### config.mk
export PLATFORM = sky130hd
export DESIGN_NAME = lfmd_core
export DESIGN_NICKNAME = d
export VERILOG_FILES = /design/src/lfmd_pkg.sv /design/src/lfmd_core.sv
export SDC_FILE = /design/constraint.sdc
export NUM_CORES = 1
export LEC_CHECK = 0
export BUFFER_PORTS_ARGS = -buffer_cell sky130_fd_sc_hd__buf_2
export CORE_MARGIN = 1
export CORE_UTILIZATION = 45
export DETAILED_ROUTE_END_ITERATION = 8
export PLACE_DENSITY = 0.69
export REMOVE_ABC_BUFFERS = 1
export SYNTH_ARGS = -nofsm -noshare
export SYNTH_HDL_FRONTEND = slang
export SYNTH_SLANG_ARGS = --single-unit
### constraint.sdc
create_clock -name clock -period 11.3 [get_ports clock]
set_clock_uncertainty 0.2 [all_clocks]
set_input_delay 0.565 -clock clock [delete_from_list [all_inputs] [get_ports clock]]
set_output_delay 0.565 -clock clock [all_outputs]
set_load 0.005 [all_outputs]
### src/lfmd_pkg.sv
// Shared types, reset constants and the steering decision table for the
// line follower motor drive. No dependencies.
package lfmd_pkg;

   localparam int DUTY_W = 8;
   localparam int CSR_IDX_W = 3;

   localparam logic [DUTY_W-1:0] RST_PWM_PERIOD  = 8'd125;
   localparam logic [DUTY_W-1:0] RST_FULL_DUTY   = 8'd124;
   localparam logic [DUTY_W-1:0] RST_TURN_DUTY   = 8'd100;
   localparam logic [DUTY_W-1:0] RST_CRUISE_DUTY = 8'd62;
   localparam logic [DUTY_W-1:0] RST_SLOW_DUTY   = 8'd40;
   localparam logic [DUTY_W-1:0] RST_WHEEL_DUTY  = 8'd62;

   typedef enum logic [1:0] {
      DIR_STOP = 2'd0,
      DIR_FWD  = 2'd1,
      DIR_REV  = 2'd2
   } dir_type;

   typedef enum logic [1:0] {
      SPIN_NONE  = 2'd0,
      SPIN_LEFT  = 2'd1,
      SPIN_RIGHT = 2'd2
   } spin_type;

   typedef enum logic [2:0] {
      DSEL_KEEP   = 3'd0,
      DSEL_FULL   = 3'd1,
      DSEL_TURN   = 3'd2,
      DSEL_CRUISE = 3'd3,
      DSEL_SLOW   = 3'd4,
      DSEL_ZERO   = 3'd5
   } dsel_type;

   typedef enum logic [CSR_IDX_W-1:0] {
      CSR_PWM_PERIOD  = 3'd0,
      CSR_FULL_DUTY   = 3'd1,
      CSR_TURN_DUTY   = 3'd2,
      CSR_CRUISE_DUTY = 3'd3,
      CSR_SLOW_DUTY   = 3'd4
   } csr_idx_type;

   typedef struct packed {
      logic sense_far_left;
      logic sense_left;
      logic sense_right;
      logic sense_far_right;
      logic sense_center;
   } req_payload_type;

   typedef struct packed {
      logic       left_enable;
      logic       left_fwd_pin;
      logic       left_rev_pin;
      logic       right_enable;
      logic       right_fwd_pin;
      logic       right_rev_pin;
      logic [1:0] spin_mode;
   } rsp_payload_type;

   typedef struct packed {
      logic [CSR_IDX_W-1:0] index;
      logic [DUTY_W-1:0]    data;
   } csr_payload_type;

   typedef struct packed {
      logic [DUTY_W-1:0] pwm_period;
      logic [DUTY_W-1:0] full_duty;
      logic [DUTY_W-1:0] turn_duty;
      logic [DUTY_W-1:0] cruise_duty;
      logic [DUTY_W-1:0] slow_duty;
   } cfg_type;

   // one beat handed from the input register to the drive core
   typedef struct packed {
      logic            fire;
      req_payload_type sample;
   } step_type;

   typedef struct packed {
      dir_type  ldir;
      dir_type  rdir;
      dsel_type lsel;
      dsel_type rsel;
      spin_type spin;
   } rule_type;

   // index = far_left, left, center, right, far_right (msb first)
   function automatic rule_type rule_lookup(input logic [4:0] idx);
      rule_type r;
      case (idx)
         5'b00000: r = '{DIR_FWD,  DIR_FWD,  DSEL_SLOW,   DSEL_SLOW,   SPIN_NONE};
         5'b00001: r = '{DIR_FWD,  DIR_FWD,  DSEL_FULL,   DSEL_TURN,   SPIN_NONE};
         5'b00010: r = '{DIR_FWD,  DIR_FWD,  DSEL_TURN,   DSEL_ZERO,   SPIN_NONE};
         5'b00011: r = '{DIR_FWD,  DIR_REV,  DSEL_FULL,   DSEL_TURN,   SPIN_RIGHT};
         5'b00100: r = '{DIR_FWD,  DIR_FWD,  DSEL_FULL,   DSEL_FULL,   SPIN_NONE};
         5'b00101: r = '{DIR_FWD,  DIR_FWD,  DSEL_FULL,   DSEL_FULL,   SPIN_NONE};
         5'b00110: r = '{DIR_FWD,  DIR_FWD,  DSEL_FULL,   DSEL_TURN,   SPIN_NONE};
         5'b00111: r = '{DIR_FWD,  DIR_FWD,  DSEL_FULL,   DSEL_FULL,   SPIN_NONE};
         5'b01000: r = '{DIR_FWD,  DIR_FWD,  DSEL_ZERO,   DSEL_TURN,   SPIN_NONE};
         5'b01001: r = '{DIR_FWD,  DIR_REV,  DSEL_FULL,   DSEL_TURN,   SPIN_RIGHT};
         5'b01010: r = '{DIR_FWD,  DIR_FWD,  DSEL_SLOW,   DSEL_SLOW,   SPIN_NONE};
         5'b01011: r = '{DIR_FWD,  DIR_REV,  DSEL_FULL,   DSEL_TURN,   SPIN_RIGHT};
         5'b01100: r = '{DIR_FWD,  DIR_FWD,  DSEL_TURN,   DSEL_FULL,   SPIN_NONE};
         5'b01101: r = '{DIR_FWD,  DIR_FWD,  DSEL_TURN,   DSEL_FULL,   SPIN_NONE};
         5'b01110: r = '{DIR_FWD,  DIR_FWD,  DSEL_CRUISE, DSEL_CRUISE, SPIN_NONE};
         5'b01111: r = '{DIR_FWD,  DIR_FWD,  DSEL_TURN,   DSEL_FULL,   SPIN_NONE};
         5'b10000: r = '{DIR_FWD,  DIR_FWD,  DSEL_TURN,   DSEL_FULL,   SPIN_NONE};
         5'b10001: r = '{DIR_FWD,  DIR_REV,  DSEL_FULL,   DSEL_FULL,   SPIN_RIGHT};
         5'b10010: r = '{DIR_REV,  DIR_FWD,  DSEL_TURN,   DSEL_FULL,   SPIN_LEFT};
         5'b10011: r = '{DIR_STOP, DIR_STOP, DSEL_KEEP,   DSEL_KEEP,   SPIN_NONE};
         5'b10100: r = '{DIR_FWD,  DIR_FWD,  DSEL_FULL,   DSEL_FULL,   SPIN_NONE};
         5'b10101: r = '{DIR_STOP, DIR_STOP, DSEL_KEEP,   DSEL_KEEP,   SPIN_NONE};
         5'b10110: r = '{DIR_FWD,  DIR_FWD,  DSEL_FULL,   DSEL_TURN,   SPIN_NONE};
         5'b10111: r = '{DIR_STOP, DIR_STOP, DSEL_KEEP,   DSEL_KEEP,   SPIN_NONE};
         5'b11000: r = '{DIR_REV,  DIR_FWD,  DSEL_TURN,   DSEL_FULL,   SPIN_LEFT};
         5'b11001: r = '{DIR_STOP, DIR_STOP, DSEL_KEEP,   DSEL_KEEP,   SPIN_NONE};
         5'b11010: r = '{DIR_REV,  DIR_FWD,  DSEL_TURN,   DSEL_FULL,   SPIN_LEFT};
         5'b11011: r = '{DIR_STOP, DIR_STOP, DSEL_KEEP,   DSEL_KEEP,   SPIN_NONE};
         5'b11100: r = '{DIR_FWD,  DIR_FWD,  DSEL_FULL,   DSEL_FULL,   SPIN_NONE};
         5'b11101: r = '{DIR_STOP, DIR_STOP, DSEL_KEEP,   DSEL_KEEP,   SPIN_NONE};
         5'b11110: r = '{DIR_FWD,  DIR_FWD,  DSEL_FULL,   DSEL_TURN,   SPIN_NONE};
         5'b11111: r = '{DIR_FWD,  DIR_FWD,  DSEL_FULL,   DSEL_FULL,   SPIN_NONE};
         default:  r = '{DIR_STOP, DIR_STOP, DSEL_KEEP,   DSEL_KEEP,   SPIN_NONE};
      endcase
      return r;
   endfunction

endpackage

### src/lfmd_core.sv
// Steering state, spin latch and PWM counter; builds one result per beat.
// Depends on lfmd_pkg (types, decision table).
module lfmd_core (
   input  logic                      clock,
   input  logic                      reset,
   input  lfmd_pkg::cfg_type         cfg,
   input  lfmd_pkg::step_type        step,
   output lfmd_pkg::rsp_payload_type rsp
);
   localparam int W = lfmd_pkg::DUTY_W;

   logic [W-1:0]       count_ff,  count_in;
   logic [W-1:0]       lduty_ff,  lduty_in;
   logic [W-1:0]       rduty_ff,  rduty_in;
   lfmd_pkg::dir_type  ldir_ff,   ldir_in;
   lfmd_pkg::dir_type  rdir_ff,   rdir_in;
   lfmd_pkg::spin_type spin_ff,   spin_in;

   lfmd_pkg::rule_type rule;
   logic               hold;
   logic [W-1:0]       lim;
   logic [W:0]         count_inc;

   function automatic logic [W-1:0] clamp(input logic [W-1:0] d, input logic [W-1:0] l);
      return (d > l) ? l : d;
   endfunction

   function automatic logic [W-1:0] pick(input lfmd_pkg::dsel_type sel,
                                         input logic [W-1:0] cur,
                                         input lfmd_pkg::cfg_type c,
                                         input logic [W-1:0] l);
      logic [W-1:0] d;
      case (sel)
         lfmd_pkg::DSEL_FULL:   d = clamp(c.full_duty, l);
         lfmd_pkg::DSEL_TURN:   d = clamp(c.turn_duty, l);
         lfmd_pkg::DSEL_CRUISE: d = clamp(c.cruise_duty, l);
         lfmd_pkg::DSEL_SLOW:   d = clamp(c.slow_duty, l);
         lfmd_pkg::DSEL_ZERO:   d = '0;
         default:               d = cur;
      endcase
      return d;
   endfunction

   assign rule = lfmd_pkg::rule_lookup({step.sample.sense_far_left, step.sample.sense_left,
                                        step.sample.sense_center, step.sample.sense_right,
                                        step.sample.sense_far_right});
   // latched spin ignores the sensors until the center one sees the line
   assign hold = (spin_ff != lfmd_pkg::SPIN_NONE) && !step.sample.sense_center;
   assign lim  = (cfg.pwm_period == '0) ? '0 : cfg.pwm_period - 1'b1;
   assign count_inc = {1'b0, count_ff} + 1'b1;

   always_comb begin
      ldir_in  = ldir_ff;
      rdir_in  = rdir_ff;
      lduty_in = lduty_ff;
      rduty_in = rduty_ff;
      spin_in  = spin_ff;
      if (!hold) begin
         ldir_in  = rule.ldir;
         rdir_in  = rule.rdir;
         lduty_in = pick(rule.lsel, lduty_ff, cfg, lim);
         rduty_in = pick(rule.rsel, rduty_ff, cfg, lim);
         spin_in  = rule.spin;
      end
      count_in = (count_inc >= {1'b0, cfg.pwm_period}) ? '0 : count_inc[W-1:0];
   end

   always_ff @(posedge clock) begin
      if (reset) begin
         count_ff <= '0;
         lduty_ff <= lfmd_pkg::RST_WHEEL_DUTY;
         rduty_ff <= lfmd_pkg::RST_WHEEL_DUTY;
         ldir_ff  <= lfmd_pkg::DIR_FWD;
         rdir_ff  <= lfmd_pkg::DIR_FWD;
         spin_ff  <= lfmd_pkg::SPIN_NONE;
      end else if (step.fire) begin
         count_ff <= count_in;
         lduty_ff <= lduty_in;
         rduty_ff <= rduty_in;
         ldir_ff  <= ldir_in;
         rdir_ff  <= rdir_in;
         spin_ff  <= spin_in;
      end
   end

   always_comb begin
      rsp.left_enable   = count_in < lduty_in;
      rsp.left_fwd_pin  = ldir_in == lfmd_pkg::DIR_FWD;
      rsp.left_rev_pin  = ldir_in == lfmd_pkg::DIR_REV;
      rsp.right_enable  = count_in < rduty_in;
      rsp.right_fwd_pin = rdir_in == lfmd_pkg::DIR_FWD;
      rsp.right_rev_pin = rdir_in == lfmd_pkg::DIR_REV;
      rsp.spin_mode     = spin_in;
   end

   // counter wraps inside the period
   a_count_wrap: assert property (@(posedge clock) disable iff (reset)
      step.fire |=> (count_ff == '0) || (count_ff < $past(cfg.pwm_period)))
      else $error("period counter left its range");

   // a held spin leaves steering untouched
   a_spin_hold: assert property (@(posedge clock) disable iff (reset)
      step.fire && hold |=> (ldir_ff == $past(ldir_ff)) && (rdir_ff == $past(rdir_ff))
         && (lduty_ff == $past(lduty_ff)) && (rduty_ff == $past(rduty_ff))
         && (spin_ff == $past(spin_ff)))
      else $error("steering changed while spin held");

   // stop patterns keep both duties
   a_stop_keep: assert property (@(posedge clock) disable iff (reset)
      step.fire && !hold && (rule.ldir == lfmd_pkg::DIR_STOP)
         |=> (lduty_ff == $past(lduty_ff)) && (rduty_ff == $past(rduty_ff)))
      else $error("duty changed on stop pattern");
endmodule
Yosys cells after proc, flatten, opt, wreduce, memory -nomap -nowiden. Memories as Yosys holds them, arrays and structs flattened. Cells that the tools add are included.

Word-level logic and storage cells: 47. Memories kept: 1. Register bits after elaboration: 30. Bits in read-only memories: 384.

Add/sub/neg operators: 2. Muxes and demuxes: 13. Magnitude comparators: 7. Reduce and logical (&&, ||, !) cells: 4. Eq/ne operators: 14.

Memories: (name not given) (depth 32, width 12, read ports 1, clocked after memory_dff 0, wr ports 0, RTL line lfmd_pkg.sv:92) `case (idx)`.

Operators by type and width (number): one-hot mux 8 bit (5 select lines) (2); 2-to-1 mux 8 bit (8); greater-than comparator 8 bit (4); less-than comparator 8 bit (2); equality test 3 x 2 -> 1 bit, second input constant (4); equality test 3 bit, second input constant (4); adder 8 x 1 -> 9 bit, second input constant (1); greater-or-equal comparator 9 x 8 -> 1 bit (1); zero test 8 bit (1); subtractor 8 x 1 -> 8 bit, second input constant (1); equality test 3 x 1 -> 1 bit, second input constant (2); 2-to-1 mux 2 bit (3); equality test 2 x 1 -> 1 bit, second input constant (2); equality test 2 bit, second input constant (2); nonzero test 2 bit (1); logical AND 1 bit (1); zero test 1 bit (1).

Depth between registers and ports, before layout.
Word-level depth: 7. Gate-level depth with buffers: 23. Mapped depth without buffers: 22.

Worst setup path after synthesis. Ideal clock, no wire load.

Kind: input-to-output. Start point: in cfg[33] (netlist name). End point: out rsp[7] (netlist name). Path buffers: 1. Cell stages on the path: 20. Arrival: 4.496 ns. Required time: 10.535 ns. Slack: 6.039 ns. Cell sequence: inv_1 -> ha_1 -> or4b_4 -> nor2_8 -> nor2_1 -> inv_1 -> ha_1 -> nor2b_1 -> o21ai_0 -> a21boi_0 -> o31ai_1 -> buf_4 -> mux2i_1 -> o22a_1 -> a31o_1 -> ha_1 -> a211o_1 -> a211oi_1 -> o21ai_0 -> o31ai_1.

RTL lines: start, declared (RTL line lfmd_core.sv:6) `input lfmd_pkg::cfg_type cfg,`; end, declared (RTL line lfmd_core.sv:8) `output lfmd_pkg::rsp_payload_type rsp`.

==> run metrics <==
Synth area leader ha_1; setup bufs post-CTS 0; vias in the first global route roughly 4,300; Synth Instances 567; largest net degree at the start of global routing 29; CTS tree yes; full die area 10,200 um2; core area 9370 um2; wire per inst 17.9 um; status finished, final reports clean; setup ws final around 4.5 ns; # IOs 56; register area share after synthesis 13.6%; CP arrival 6.04 ns; final setup TNS 0 ns; initial antenna violation count 0; library cells used by synthesis 76; Final Core Density 51.8%; P&R area growth vs syn 10.2%; Yosys reg bits 30; Achievable Freq 147 MHz; met2 usage 41.8%; grt ovf 0; First DRT Iteration DRCs 278; layout cell share with drive strength beyond 1 between 10% and 20%; Least-Margin Pin Slew 1.09 ns; fraction of registers with async set/reset 0%; met1 Track Usage GR 37.8%; CTS root buf clkbuf_8; CP endpoint kind primary output; DR vias 4,675; Synth Cell Area between 4000 and 5000 um2; DRT Pass-1 Iters 5; Post-CTS Resized 0; H-tree depth 2; post-detailed-route via-to-cell ratio 6.30; Max-Cap Viols 0; Crit Path Max Fanout 12; Die Wd 101 um; Top Usage Layer GRT met2; Final Hold Fails 0; Sink Count 30; die height between 100 and 150 um; average size of a mapped cell 7.77 um2; global-route wire length before repair 21,400 um; Final Wtd Congestion around 0.96; post-DP HPWL around 11,000 um; Multi-input gate area 3590 um2; Clk pin slew, worst setup/hold paths 0.07 ns; maximum VDD drop 0.0000462 V; cell area power density roughly 87 nW/um2; hold crit path type reg -> reg; Startpoint Class input port; GRT Util Overall 26.5%; Final ANT Viol Nets 0; Fill cells 936; leakage power 2.21 nW; starting density of the core a little under half; Final min period 6.81 ns; Syn. warnings 0; crit share post-route ~60%; predominant post-synthesis flop cell dfxtp_1; Req. time, crit path between 10 and 15 ns; Ant. Diodes 0; DR DRC count 0; Setup-failing EPs final 0; hold buffers post-CTS 0; share of the synthesized area in the top cell type between 10% and 20%; CTS max path bufs 2; CP Class in -> out; DRT Wirelength 13,200 um; # nets final 722; input/output buffers 55; Rows 35; Place WS about 4.7 ns; cts bufs inserted 5; max-slew violations 0; Storage cell area ~600 um2; met3 GRT Util approximately 3.5%; RSZ-0062 raised after global routing no; Area contributors post-synth ha_1 18%, dfxtp_1 14%, mux2i_1 7.7%, a21oi_1 4.5%, nor2_1 4.3%; Worst-Skew Late Latency approximately 0.29 ns; Slew HR 26.9%; Post-synth EDFFs 0
-- report_power, final --
part / internal [mW] / leakage [nW] / switching (mW) / total (mW)
Clock: 0.0491 / 0.0482 / 0.0424 / 0.0915
Combinational: 0.0860 / 1.91 / 0.126 / 0.212
Sequential: 0.114 / 0.246 / 0.00477 / 0.119
-- metrics by stage --
step                hold slack, ns  instance area (um2)  std cells  power, mW
finish                       0.269                 4850        742      0.423
CTS                          0.269                 4850        742      0.420
detailed placement           0.260                 4760        734      0.329
floorplan                    0.231                 4300        548      0.266
global placement             0.247                 4760        734      0.323
global route                 0.278                 4850        742      0.450
-- worst max-delay path: stages --
cell and delay [ns]:
buf_2 0.14, inv_1 0.08, ha_1 0.23, or4b_4 0.25
nor2_8 0.05, a21oi_1 0.54, inv_1 0.32, ha_1 0.39
nand4_1 0.16, nor2_1 0.17, a21oi_1 0.11, nor2_1 0.86
mux2i_1 0.22, o221a_2 0.35, a31o_2 0.25, ha_1 0.29
a21o_1 0.16, a21o_1 0.16, a21oi_1 0.20, o311a_1 0.23
nand2_1 0.06, o21ai_1 0.14, buf_2 0.13
-- sequential cells by signal, indices dropped and copies added (netlist names) --
| signal | count |
|---|---|
| count_ff | 8 |
| ldir_ff | 2 |
| lduty_ff | 8 |
| rdir_ff | 2 |
| rduty_ff | 8 |
| spin_ff | 2 |
-- routing by layer --
metal  part of all wire [%]  wire [um]
met3                    6.8        899
met2                     44       5870
met1                     47       6200
met4                    2.2        287
met5                      0          0
-- synthesized netlist by cell type, types with 7 or more instances --
library cell  count
ha_1             62
nor2_1           51
nand2_1          44
a21oi_1          40
mux2i_1          34
dfxtp_1          30
inv_1            28
nor3_1           19
nand3_1          17
o21ai_0          17
a21o_1           13
a31oi_1          12
and2_1           12
nand4_1          12
nand2b_1         11
o22a_1           10
o31ai_1           9
a31o_2            7
nor2b_1           7
-- kinds of logic (layout without fill, tap and decap cells) --
logic type | after synthesis | count (layout) | synth area share [%]
and+or+nand+nor | 203 | 203 | 23.9
AOI/OAI and AO/OA | 177 | 177 | 29.9
adders and majority gates | 62 | 62 | 17.6
buffers and inverters | 51 | 97 | 5.00
muxes | 36 | 36 | 8.33
DFF | 30 | 30 | 13.6
xor gates and xnor gates | 8 | 8 | 1.59
-- final timing paths --
check	endpoint	start	depth (start not counted)	slack [ns]
max	rsp[4]	cfg[32]	23	4.49
min	rdir_ff[1]$_SDFFE_PP0P_	rdir_ff[1]$_SDFFE_PP0P_	2	0.27
max reg2reg	count_ff[5]$_SDFFE_PP0P_	count_ff[0]$_SDFFE_PP0P_	12	8.03
min reg2reg	rdir_ff[1]$_SDFFE_PP0P_	rdir_ff[1]$_SDFFE_PP0P_	2	0.27
-- cell usage in the layout, fill, tap and decap left out, types with 4 or more instances in the layout --
master     n
nand4_1   12
nand2_1   44
dfxtp_1   30
o211ai_1   6
o22a_1    10
o31ai_1    8
nand3_1   17
ha_1      62
buf_2     55
clkbuf_8   6
o21a_1     6
o21ai_0   17
xnor2_1    6
and3_1     6
a21o_1    13
a21oi_1   40
a211oi_1   6
nor2_1    51
inv_1     28
a311oi_1   4
a211o_1    4
a31oi_1   12
nor2b_1    7
a31o_2     7
mux2i_1   34
and2_1    12
nor3_1    19
o22ai_1    6
nand2b_1  11
-- final cells by class --
| type | count | share of cell area, % |
|---|---|---|
| Clock buffer | 7 | 1.78 |
| Clock inverter | 1 | 0.103 |
| Inverter | 32 | 2.48 |
| Multi-Input combinational cell | 486 | 73.9 |
| Sequential cell | 30 | 12.4 |
| Tap cell | 129 | 3.33 |
| Timing Repair Buffer | 57 | 5.98 |
No activity file was read; power rests on OpenSTA's default activity.
